## config.mk

```make
export PLATFORM = sky130hd
export DESIGN_NAME = fixed_point_line_drawer
export DESIGN_NICKNAME = d
export VERILOG_FILES = /design/src/hdl/fpld_pkg.sv /design/src/hdl/fpld_ctrl.sv /design/src/hdl/fpld_dp.sv /design/src/hdl/fixed_point_line_drawer.sv
export SDC_FILE = /design/constraint.sdc
export NUM_CORES = 1
export LEC_CHECK = 0
export BUFFER_PORTS_ARGS = -buffer_cell sky130_fd_sc_hd__buf_2
export CORE_MARGIN = 4
export CORE_UTILIZATION = 64
export DETAILED_ROUTE_END_ITERATION = 8
export MAX_ROUTING_LAYER = met4
export PLACE_DENSITY = 0.95
export SLEW_MARGIN = 10
export SYNTH_ARGS = -nofsm -noshare
export SYNTH_HDL_FRONTEND = slang
export SYNTH_HIERARCHICAL = 1
export SYNTH_SLANG_ARGS = --single-unit
```

## constraint.sdc

```tcl
create_clock -name clk -period 8.45 [get_ports clk]
set_clock_uncertainty 0.2 [all_clocks]
set_input_delay 1.69 -clock clk [delete_from_list [all_inputs] [get_ports clk]]
set_output_delay 1.69 -clock clk [all_outputs]
set_load 0.03 [all_outputs]
```

## src/hdl/fpld_pkg.sv

```systemverilog
// Shared constants, command codes and control structs of the fixed-point line drawer.
package fpld_pkg;

	localparam int COORD_BITS = 9;
	localparam int FRAC_BITS  = 8;
	localparam int ACCUM_BITS = COORD_BITS + 9;
	localparam int INC_BITS   = 10;
	localparam int QUOT_BITS  = FRAC_BITS + 1;
	localparam int DIV_STEPS  = QUOT_BITS;
	localparam int CNT_BITS   = $clog2(DIV_STEPS);
	localparam int ADDR_BITS  = 18;
	localparam int COLOR_BITS = 16;
	localparam int WIDTH_BITS = 10;
	localparam int PADDR_BITS = 3;
	localparam int PDATA_BITS = 32;

	localparam logic [FRAC_BITS-1:0]  HALF_PIXEL    = 8'h80;
	localparam logic [WIDTH_BITS-1:0] WIDTH_RESET   = 10'd320;
	localparam logic                  REG_DISPLAY_WIDTH = 1'b0;

	typedef enum logic {
		CMD_START = 1'b0,
		CMD_TICK  = 1'b1
	} cmd_code_t;

	typedef struct packed {
		logic start;
		logic div_step;
		logic finish;
		logic emit;
	} dp_cmd_t;

	typedef struct packed {
		logic last;
	} dp_status_t;

endpackage

```

## src/hdl/fpld_ctrl.sv

```systemverilog
// Controller of the line drawer: handshakes, divider sequencing and line busy state.
module fpld_ctrl import fpld_pkg::*; (
	input  logic       clk,
	input  logic       arst_n,
	input  logic       in_valid,
	input  logic       cmd,
	output logic       in_stall,
	output logic       out_valid,
	input  logic       out_stall,
	input  dp_status_t status,
	output dp_cmd_t    ctl
);

	typedef enum logic {
		ST_IDLE,
		ST_DIV
	} state_t;

	state_t              state_q;
	logic [CNT_BITS-1:0] cnt_q;
	logic                busy_q;
	logic                out_valid_q;
	logic                accept;

	assign in_stall  = (state_q == ST_DIV) || (out_valid_q && out_stall);
	assign accept    = in_valid && !in_stall;
	assign out_valid = out_valid_q;

	always_comb begin
		ctl.start    = accept && (cmd == CMD_START);
		ctl.emit     = accept && (cmd == CMD_TICK) && busy_q;
		ctl.div_step = (state_q == ST_DIV);
		ctl.finish   = (state_q == ST_DIV) && (cnt_q == CNT_BITS'(DIV_STEPS - 1));
	end

	always_ff @(posedge clk or negedge arst_n) begin
		if (!arst_n) begin
			state_q     <= ST_IDLE;
			cnt_q       <= '0;
			busy_q      <= 1'b0;
			out_valid_q <= 1'b0;
		end else begin
			unique case (state_q)
				ST_IDLE: begin
					if (ctl.start) begin
						state_q <= ST_DIV;
						cnt_q   <= '0;
					end
				end
				ST_DIV: begin
					if (ctl.finish) begin
						state_q <= ST_IDLE;
					end else begin
						cnt_q <= cnt_q + 1'b1;
					end
				end
				default: state_q <= ST_IDLE;
			endcase

			if (ctl.start) begin
				busy_q <= 1'b1;
			end else if (ctl.emit && status.last) begin
				busy_q <= 1'b0;
			end

			if (ctl.emit) begin
				out_valid_q <= 1'b1;
			end else if (!out_stall) begin
				out_valid_q <= 1'b0;
			end
		end
	end

`ifndef NO_ASSERTIONS
	a_div_stalls: assert property (@(posedge clk) disable iff (!arst_n)
		(state_q == ST_DIV) |-> in_stall)
		else $error("request accepted while divider runs");
	a_start_divides: assert property (@(posedge clk) disable iff (!arst_n)
		ctl.start |=> (state_q == ST_DIV) && (cnt_q == '0))
		else $error("start did not launch the divider");
	a_last_idles: assert property (@(posedge clk) disable iff (!arst_n)
		(ctl.emit && status.last) |=> !busy_q)
		else $error("line still busy after last pixel");
	a_emit_busy: assert property (@(posedge clk) disable iff (!arst_n)
		ctl.emit |-> busy_q && !(state_q == ST_DIV))
		else $error("pixel emitted without an armed line");
	a_emit_fills: assert property (@(posedge clk) disable iff (!arst_n)
		ctl.emit |=> out_valid_q)
		else $error("emitted pixel not presented");
`endif

endmodule

```

## src/hdl/fpld_dp.sv

```systemverilog
// Datapath of the line drawer: setup, slope divider, stepping state and pixel output register.
module fpld_dp import fpld_pkg::*; (
	input  logic                  clk,
	input  dp_cmd_t               ctl,
	output dp_status_t            status,
	input  logic [COORD_BITS-1:0] x_start,
	input  logic [COORD_BITS-1:0] y_start,
	input  logic [COORD_BITS-1:0] x_end,
	input  logic [COORD_BITS-1:0] y_end,
	input  logic [COLOR_BITS-1:0] draw_color,
	input  logic [WIDTH_BITS-1:0] display_width,
	output logic [ADDR_BITS-1:0]  pixel_address,
	output logic [COLOR_BITS-1:0] pixel_color,
	output logic                  last_pixel
);

	logic signed [COORD_BITS:0] dx, dy, dx_neg, dy_neg, short_len, long_len;
	logic [COORD_BITS-1:0] adx, ady, abs_short, abs_long;
	logic                  major_y_in;

	logic                  major_is_y_q, step_down_q, neg_q, long_zero_q;
	logic [COORD_BITS-1:0] major_pos_q, major_stop_q;
	logic [ACCUM_BITS-1:0] minor_accum_q;
	logic [INC_BITS-1:0]   minor_inc_q;
	logic [COLOR_BITS-1:0] held_color_q;

	logic [COORD_BITS-1:0] div_d_q, rem_q;
	logic [FRAC_BITS:0]    low_q;
	logic [QUOT_BITS-1:0]  quot_q;
	logic [COORD_BITS:0]   trial, diff;
	logic                  qbit;
	logic [QUOT_BITS-1:0]  quot_next;
	logic [INC_BITS-1:0]   q_ext, inc_next;

	logic [COORD_BITS-1:0]            minor, px, py;
	logic [WIDTH_BITS+COORD_BITS-1:0] prod;
	logic [ADDR_BITS-1:0]             addr;
	logic [ACCUM_BITS-1:0]            inc_ext;

	logic [ADDR_BITS-1:0]  pixel_address_q;
	logic [COLOR_BITS-1:0] pixel_color_q;
	logic                  last_pixel_q;

	always_comb begin
		dx         = $signed({1'b0, x_end}) - $signed({1'b0, x_start});
		dy         = $signed({1'b0, y_end}) - $signed({1'b0, y_start});
		dx_neg     = -dx;
		dy_neg     = -dy;
		adx        = dx[COORD_BITS] ? dx_neg[COORD_BITS-1:0] : dx[COORD_BITS-1:0];
		ady        = dy[COORD_BITS] ? dy_neg[COORD_BITS-1:0] : dy[COORD_BITS-1:0];
		major_y_in = ady > adx;
		short_len  = major_y_in ? dx : dy;
		long_len   = major_y_in ? dy : dx;
		abs_short  = major_y_in ? adx : ady;
		abs_long   = major_y_in ? ady : adx;
	end

	// restoring divider, one quotient bit per cycle
	always_comb begin
		trial     = {rem_q, low_q[FRAC_BITS]};
		diff      = trial - {1'b0, div_d_q};
		qbit      = (trial >= {1'b0, div_d_q});
		quot_next = {quot_q[QUOT_BITS-2:0], qbit};
		q_ext     = INC_BITS'(quot_next);
		inc_next  = long_zero_q ? '0 : (neg_q ? (~q_ext + 1'b1) : q_ext);
	end

	always_comb begin
		minor   = minor_accum_q[FRAC_BITS+COORD_BITS-1:FRAC_BITS];
		px      = major_is_y_q ? minor : major_pos_q;
		py      = major_is_y_q ? major_pos_q : minor;
		prod    = {{COORD_BITS{1'b0}}, display_width} * {{WIDTH_BITS{1'b0}}, py};
		addr    = prod[ADDR_BITS-1:0] + ADDR_BITS'(px);
		inc_ext = {{(ACCUM_BITS-INC_BITS){minor_inc_q[INC_BITS-1]}}, minor_inc_q};
		status.last = (major_pos_q == major_stop_q);
	end

	always_ff @(posedge clk) begin
		if (ctl.start) begin
			major_is_y_q  <= major_y_in;
			major_pos_q   <= major_y_in ? y_start : x_start;
			major_stop_q  <= major_y_in ? y_end : x_end;
			minor_accum_q <= ACCUM_BITS'({(major_y_in ? x_start : y_start), HALF_PIXEL});
			step_down_q   <= long_len[COORD_BITS] || (long_len == '0);
			neg_q         <= short_len[COORD_BITS] ^ long_len[COORD_BITS];
			long_zero_q   <= (long_len == '0);
			held_color_q  <= {draw_color[7:0], draw_color[15:8]};
			div_d_q       <= abs_long;
			rem_q         <= {1'b0, abs_short[COORD_BITS-1:1]};
			low_q         <= {abs_short[0], {FRAC_BITS{1'b0}}};
			quot_q        <= '0;
		end else if (ctl.div_step) begin
			rem_q  <= qbit ? diff[COORD_BITS-1:0] : trial[COORD_BITS-1:0];
			low_q  <= {low_q[FRAC_BITS-1:0], 1'b0};
			quot_q <= quot_next;
			if (ctl.finish) begin
				minor_inc_q <= inc_next;
			end
		end else if (ctl.emit) begin
			pixel_address_q <= addr;
			pixel_color_q   <= held_color_q;
			last_pixel_q    <= status.last;
			if (!status.last) begin
				if (step_down_q) begin
					major_pos_q   <= major_pos_q - 1'b1;
					minor_accum_q <= minor_accum_q - inc_ext;
				end else begin
					major_pos_q   <= major_pos_q + 1'b1;
					minor_accum_q <= minor_accum_q + inc_ext;
				end
			end
		end
	end

	assign pixel_address = pixel_address_q;
	assign pixel_color   = pixel_color_q;
	assign last_pixel    = last_pixel_q;

endmodule

```

## src/hdl/fixed_point_line_drawer.sv

```systemverilog
// Top level of the fixed-point line drawer: register port, controller and datapath.
//
//  channel  | handshake           | payload
//  in       | in_valid / in_stall | cmd, x_start, y_start, x_end, y_end, draw_color
//  out      | out_valid/out_stall | pixel_address, pixel_color, last_pixel
//  register | APB write/read      | display_width at byte address 0
//
// Tick requests give one pixel per clock while out_stall stays low.
// After a start request is accepted, in_stall stays high while the
// restoring divider produces one slope bit per cycle.
// Outside the divide, in_stall rises only while a pixel waits under out_stall.
// Reset idles the controller and clears the line busy state; display_width returns to 320.
module fixed_point_line_drawer import fpld_pkg::*; (
	input  logic                  clk,
	input  logic                  arst_n,
	input  logic                  in_valid,
	output logic                  in_stall,
	input  logic                  cmd,
	input  logic [COORD_BITS-1:0] x_start,
	input  logic [COORD_BITS-1:0] y_start,
	input  logic [COORD_BITS-1:0] x_end,
	input  logic [COORD_BITS-1:0] y_end,
	input  logic [COLOR_BITS-1:0] draw_color,
	output logic                  out_valid,
	input  logic                  out_stall,
	output logic [ADDR_BITS-1:0]  pixel_address,
	output logic [COLOR_BITS-1:0] pixel_color,
	output logic                  last_pixel,
	input  logic                  psel,
	input  logic                  penable,
	input  logic                  pwrite,
	input  logic [PADDR_BITS-1:0] paddr,
	input  logic [PDATA_BITS-1:0] pwdata,
	output logic [PDATA_BITS-1:0] prdata,
	output logic                  pready
);

	logic [WIDTH_BITS-1:0] display_width_q;
	logic                  reg_sel;
	dp_cmd_t               ctl;
	dp_status_t            status;

	assign pready  = 1'b1;
	assign reg_sel = (paddr[2] == REG_DISPLAY_WIDTH);
	assign prdata  = reg_sel ? PDATA_BITS'(display_width_q) : '0;

	always_ff @(posedge clk or negedge arst_n) begin
		if (!arst_n) begin
			display_width_q <= WIDTH_RESET;
		end else if (psel && penable && pwrite && pready && reg_sel) begin
			display_width_q <= pwdata[WIDTH_BITS-1:0];
		end
	end

	fpld_ctrl u_ctrl (
		.clk       (clk),
		.arst_n    (arst_n),
		.in_valid  (in_valid),
		.cmd       (cmd),
		.in_stall  (in_stall),
		.out_valid (out_valid),
		.out_stall (out_stall),
		.status    (status),
		.ctl       (ctl)
	);

	fpld_dp u_dp (
		.clk           (clk),
		.ctl           (ctl),
		.status        (status),
		.x_start       (x_start),
		.y_start       (y_start),
		.x_end         (x_end),
		.y_end         (y_end),
		.draw_color    (draw_color),
		.display_width (display_width_q),
		.pixel_address (pixel_address),
		.pixel_color   (pixel_color),
		.last_pixel    (last_pixel)
	);

endmodule
```

After elaboration in Yosys (flattened, before gate mapping)
Cells that the tools add are included.

$add $sub $neg: 12. Eq/ne operators: 7. Shift operators: 0. Reduce and logical (&&, ||, !) cells: 23. Multiplexer cells: 38. Bitwise operators: 8. Div/mod/pow operators: 0. Magnitude comparators: 2. Multiply operators: 1.

Operator list (count): $mux 9 (18); $mux 17 (4); $mux 10 (3); $sub 9x9->10 (2); $add 18x18->18 (1); $add 18x9->18 (1); $mul 10x9->18 (1); $mux 18 (1); $neg 9->9 (2); $sub 18x18->18 (1); $mux 8 (2); $reduce_and 3->1 (4); $add 10x1->10 const B (1); $ge 10x9->1 (1); $logic_and 1x1->1 (10); $logic_not 10->1 (1); $not 9->10 (1); $add 9x1->9 const B (1); $eq 9x9->1 (1); $gt 9x9->1 (1); $sub 9x1->9 const B (1); $sub 9x9->9 (1); $mux 4 (2); $ne 2x2->1 const B (4); other kinds (13) (26).

Memories: 0. Latch bits: 0. Word-level logic and storage cells: 115. Output and inout port bits: 70. Input port bits: 95. Bits in read-only memories: 0. Bits in writable memories: 0. Flip-flop bits (word level): 145.

Longest topological paths before layout
Depth after elaboration: 9. Gate-level depth with buffers: 22. Depth with buffers taken out: 21.

By module
The synthesis kept the hierarchy.

By module, submodules not included: fpld_dp (sequential area each 3643.5 um^2, area each 11472.3 um^2, instances 1, cells each 1182); fixed_point_line_drawer (sequential area each 252.7 um^2, area each 684.4 um^2, instances 1, cells each 58); fpld_ctrl (sequential area each 175.2 um^2, area each 407.9 um^2, instances 1, cells each 38).

Worst setup path after synthesis
Ideal clock, no wire load.

Path kind: in2reg. From: input port y_end[0]. To: register u_dp.rem_q[0], data pin. Stages: 21. Arrival: 5.208 ns. Path buffers: 2. Setup slack: 2.787 ns. Data required time: 7.994 ns. Library setup time: 0.256 ns. Cells stage by stage: inv_1 ha_1 inv_1 fa_1 inv_1 ha_1 nand4_1 a21oi_1 a311oi_1 nor2_1 a21oi_1 xnor2_1 ha_1 a211oi_1 a221oi_1 nand2b_1 nand2_1 buf_2 clkbuf_1 nand2_1 a31o_2.

Cells in the longest elaborated chain, start to end: 6.

RTL lines: from (decl) (line fixed_point_line_drawer.sv:22) `input logic [COORD_BITS-1:0] y_end,`; $sub 9x9->10 * (line fpld_dp.sv:46) `dy = $signed({1'b0, y_end}) - $signed({1'b0, y_start});`; $neg 9->9 (line fpld_dp.sv:48) `dy_neg = -dy;`; $mux 9 * (line fpld_dp.sv:50) `ady = dy[COORD_BITS] ? dy_neg[COORD_BITS-1:0] : dy[COORD_BITS-1:0];`; $gt 9x9->1 (line fpld_dp.sv:51) `major_y_in = ady > adx;`; $mux 9 * (line fpld_dp.sv:54) `abs_short = major_y_in ? adx : ady;`; $mux 8 * (line fpld_dp.sv:79) `if (ctl.start) begin`; to (signal assigned) (line fpld_dp.sv:89) `rem_q <= {1'b0, abs_short[COORD_BITS-1:1]};`; to (signal assigned) (line fpld_dp.sv:93) `rem_q <= qbit ? diff[COORD_BITS-1:0] : trial[COORD_BITS-1:0];`; to (decl) (line fpld_dp.sv:27) `logic [COORD_BITS-1:0] div_d_q, rem_q;`.

Every way passes the cells marked *; elsewhere a longest branch is shown, timed or not. A chain may end at the register's enable or synchronous reset.

Worst setup path after layout
From: register u_dp.major_is_y_q. To: register u_dp.pixel_address_q[17] (netlist: u_dp/pixel_address[17]), data pin.

Cells in the longest elaborated chain, start to end: 3. Elaborated cells between the ends (all ways): 4. Classes of those cells: add/sub (1); mul (1); mux (2).

RTL lines: from (decl) (line fpld_dp.sv:21) `logic major_is_y_q, step_down_q, neg_q, long_zero_q;`; from (signal assigned) (line fpld_dp.sv:80) `major_is_y_q <= major_y_in;`; $mux 9 (line fpld_dp.sv:71) `py = major_is_y_q ? major_pos_q : minor;`; $mul 10x9->18 (line fpld_dp.sv:72) `prod = {{COORD_BITS{1'b0}}, display_width} * {{WIDTH_BITS{1'b0}}, py};`; $add 18x9->18 * (line fpld_dp.sv:73) `addr = prod[ADDR_BITS-1:0] + ADDR_BITS'(px);`; net u_dp.addr[17] (line fpld_dp.sv:37) `logic [ADDR_BITS-1:0] addr;`; to (signal assigned) (line fpld_dp.sv:100) `pixel_address_q <= addr;`; to (decl) (line fpld_dp.sv:40) `logic [ADDR_BITS-1:0] pixel_address_q;`.

Mark *: on every way through the listed nets, which the timed path passes. The rest lies on a longest branch.

==> run summary <==
The aggregate routed wire length is 30.1 mm, and the final setup violation count is 0. The critical path in this run is classified as flop to flop. STA puts the critical path data required time at 8430 ps. In this run the power density over the cells is 493 nW/um2. For the final number of hold-violating endpoints, the log shows 0.

The post-synthesis average cell area works out to 9.83 um2. The number of setup buffers added after CTS is 0. The number of buffers inserted by port buffering is 117. The critical path goes through mux2_2 > nand2_1 > fa_1 > inv_1 > fa_1 > inv_1 > fa_1 > inv_1 > fa_1 > inv_1 > fa_1 > inv_1 > ha_1 > a2111oi_0 > o21ai_0 > nand3b_1 > a31o_2 > o21ai_0 > a21oi_1 > xnor2_1. Among all stages on the critical path, the largest delay is contributed by sky130_fd_sc_hd__edfxtp_1. For the worst-case clock buffer depth, the log shows 2. In the final routed layout, each cell accounts on average for 18.2 um. CTS saw 144 sinks. The count of cells along the worst hold path was 0.

Count of H-tree levels built during CTS: 4. The largest fanout on the critical path was 20; the worst slew margin relative to its limit was 33.9%. The cell count of the worst reg-to-reg path was 20. TritonCTS built the clock tree. For this run, global-route usage on met3 was measured as 5.97%. In this run the most critical hold path is launched from u_dp/held_color_q[11]. The die is 148 um wide. The analysis attributes to cell leakage a power of 0.00634 uW. For this run, the detailed router's first-pass iteration total came to 6. The type of element launching the critical path was a flop. For hold timing, the worst endpoint is u_dp/pixel_color[11]. The logs give 0.153 GHz for the upper clock frequency limit and 0 for the post-cts hold buffer count. Setup repair after global routing left no endpoint under its margin. The root buffer cell chosen for the clock tree is sky130_fd_sc_hd__clkbuf_16. The number of antenna diodes in the final layout is 0. STA classifies the critical path endpoint as a flop. In this run the cell area of the synthesized design comes to 12600 um2. The number of buffers inserted during clock tree synthesis came out at 17.

The largest total area in the synthesized netlist belongs to sky130_fd_sc_hd__edfxtp_1. Summing all multi-input logic gate instances after layout gives 7660 um2. By area, the combinational part of the netlist is dominated by adder cells.

The count of nets left with antenna violations once routing finished came out at 0. After Yosys synthesis, XOR and XNOR cells account for 6.68% of the synthesized area. The number of global-route vias before repair came out at 10100. Summed over all layers, the global routing overflow is 0.

The worst setup slack for register-to-register paths was 1930 ps. The first global-routing pass estimated 49.0 mm of wire. The run gives 430 ps as the clock latency at the later pin of the worst-skew pair. After synthesis, the share of cell area in mux cells is 5.63%. The kind of cell with the highest combined delay along the critical path is adder cells.

The number of antenna violations at the first check in global routing was 0. The async set-or-reset flop fraction in the synthesized netlist was 11.8%; the count of unresolved DRC violations after routing was 0. For the top-level I/O count, the log shows 165. The clock-pin slew reported for the worst setup and hold paths after clock tree synthesis is 60 ps, and the global-route met2 utilization is 48.0%. Once the clock tree was built, the resizer swapped 0 gates to a different size. The die covers 21900 um2. The final non-filler cell total was 1652. In the final layout, flip-flops and latches occupy 4070 um2.

Together, buffers and inverters on the worst path number 5. met2 is the most crowded layer. The worst path uses 77.2% of the clock period. The max-slew violation count is 0.

Across all layers, the routed design uses 10100 vias. Yosys mapped the design onto 87 distinct sky130hd cell types. The number of synthesized flops with an enable pin works out to 110.

The area growth from synthesis to layout was 10.2%; the number of instances in the synthesized netlist was 1278. For the global-route usage over all layers, the log shows 28.6%. The fraction of the yosys area taken by sequential cells came out at 32.4%. The total negative slack came out at 0 ps. HPWL after detailed placement: 22.3 mm. Met1 track demand over resource in global routing: 33.1%.

The first routing iteration left 981 violations. The synthesized netlist devotes 11.9% of its cell area to compound gates. Routability-driven placement finished with a final weighted congestion of 1.01.

The worst hold path belongs to the class flop to flop. The smallest clock period supported by the final layout is computed as 6520 ps. Once the floorplan was initialized, standard cells occupied 66.1% of the core.

The fraction of the mapped netlist area in simple logic gates came out at 13.9%. The floorplan step set the die height to 148 um. The net total in the final layout is 1657, and the longest individual stage delay on the worst path is 860 ps.

The most used flip-flop cell after synthesis is sky130_fd_sc_hd__edfxtp_1. The endpoint of the worst register-to-register path is u_dp/pixel_address[17]. Data on the critical path arrives at its endpoint at 6500 ps. Entering global routing, the biggest net connects 75 pins.

The maximum resistive drop on vdd is 419 uV, and the core footprint is 19000 um2. Number of synthesized register bits: 144. The measured slew at the worst slew-check pin is 991 ps.

The startpoint identified for the worst register-to-register timing path is u_dp/major_is_y_q. After synthesis, the cell types taking the most area are sky130_fd_sc_hd__edfxtp_1, sky130_fd_sc_hd__ha_1, sky130_fd_sc_hd__fa_1. The count of filler cells inserted in the layout was 1254; the portion of synthesized cell area occupied by the leading cell type was 26.3%. The cell count after placement was 1620.

Of the total synthesized cell area, the portion taken by full adders, half adders and majority gates is 22.2%. Max-cap violation count: 0. The standard-cell row count is 50, and the number of vias per cell after detailed routing is 6.09.

Fraction of layout cells with a size suffix above 1: 14.9%. The number of synthesis warnings is 6. The run finished with clean final reports.
[worst reg2reg max path, delay by kind of cell, from the launching register on]
family                     cells  cell delay, ps
and+or+nand+nor                2             340
AOI/OAI and AO/OA              5            1270
adders and majority gates      6            2790
DFF                            1             860
muxes                          1             450
buffers and inverters          5             270
xor gates and xnor gates       1              70
[cell usage after synthesis, drive strengths merged (12+ instances only)]
cell type,count
a211oi,13
a21o,15
a21oi,61
a31oi,14
and2,41
buf,46
clkbuf,17
dfrtp,15
dfxtp,17
edfxtp,110
fa,66
ha,117
inv,145
mux2,23
mux2i,41
nand2,136
nand2b,12
nand3,14
nor2,85
nor2b,18
nor3,14
o21a,13
o21ai,40
xnor2,63
xor2,32
[how the worst max path moves through the flow]
stage / startpoint / to / slack (ps) / cells after the start
3_5_place_dp: y_end[0] / u_dp/minor_accum_q[16] / 1950 / 21
2_1_floorplan: y_end[0] / u_dp/rem_q[0] / 2790 / 21
3_3_place_gp: y_end[0] / u_dp/minor_accum_q[14] / 2090 / 21
6_report: u_dp/major_is_y_q / u_dp/pixel_address[17] / 1930 / 20
4_1_cts: u_dp/major_is_y_q / u_dp/pixel_address[17] / 2030 / 20
5_1_grt: u_dp/major_is_y_q / u_dp/pixel_address[17] / 1530 / 20
[registers in the layout (all words and copies together), names as in the netlist, 4 cells and up]
register	flops
u_dp/quot_q	8
u_dp/held_color_q	16
u_dp/rem_q	9
u_ctrl/cnt_q	4
u_dp/minor_inc_q	10
u_dp/div_d_q	9
u_dp/major_pos_q	9
u_dp/major_stop_q	9
u_dp/pixel_color	16
u_dp/pixel_address	18
u_dp/minor_accum_q	17
display_width_q	10
[layout make-up]
class	instances	area share, %
clock buffer	19	3.13
clock inverter	13	1.17
inverter	146	3.96
multi-input combinational	946	55.4
sequential	144	29.4
tap	260	2.35
timing repair buffer	124	4.61
[stage by stage]
| stage | cell area, um2 | power [uW] | setup WS [ps] | hold slack [ps] | util, % |
|---|---|---|---|---|---|
| 5_1_grt | 13800 | 7390 | 1530 | 223 | 72.8 |
| 6_report | 13800 | 6820 | 1930 | 216 | 72.8 |
| 3_3_place_gp | 13200 | 5480 | 2090 | 201 | 69.7 |
| 3_5_place_dp | 13200 | 5820 | 1950 | 206 | 69.7 |
| 4_1_cts | 13800 | 6740 | 2030 | 220 | 72.8 |
| 2_1_floorplan | 12600 | 4850 | 2790 | 200 | - |
[routing by layer]
layer	part of all wire, %	up-vias
met5	0	-
li1	-	4555
met1	37	4809
met4	4.6	0
met3	8.7	128
met2	49	563
[cell families after synthesis]
group / after synthesis
AND/OR/NAND/NOR: 361
AO/OA/AOI/OAI: 220
buffers and inverters: 209
adder cells (fa/ha/maj): 183
flip-flops: 144
XOR/XNOR: 95
multiplexers: 64
other: 2
[placed cells by master, fill, tap and decap left out, drive strengths merged, types with 19 or more instances in the layout]
master | synthesis | final
o21ai | 40 | 40
mux2i | 41 | 41
clkbuf | 17 | 19
mux2 | 23 | 23
conb | 2 | 23
edfxtp | 110 | 110
and2 | 41 | 41
nand2 | 136 | 136
ha | 117 | 117
inv | 145 | 147
xor2 | 32 | 32
xnor2 | 63 | 63
nor2 | 85 | 85
a21oi | 61 | 61
fa | 66 | 66
buf | 46 | 124
[power by group]
group | internal (uW) | switching (uW) | total (uW)
clock | 464 | 303 | 767
sequential | 1170 | 159 | 1330
combinational | 2000 | 2720 | 4720
total | 3640 | 3180 | 6820
Note: power is estimated with default switching activity, not from simulation.
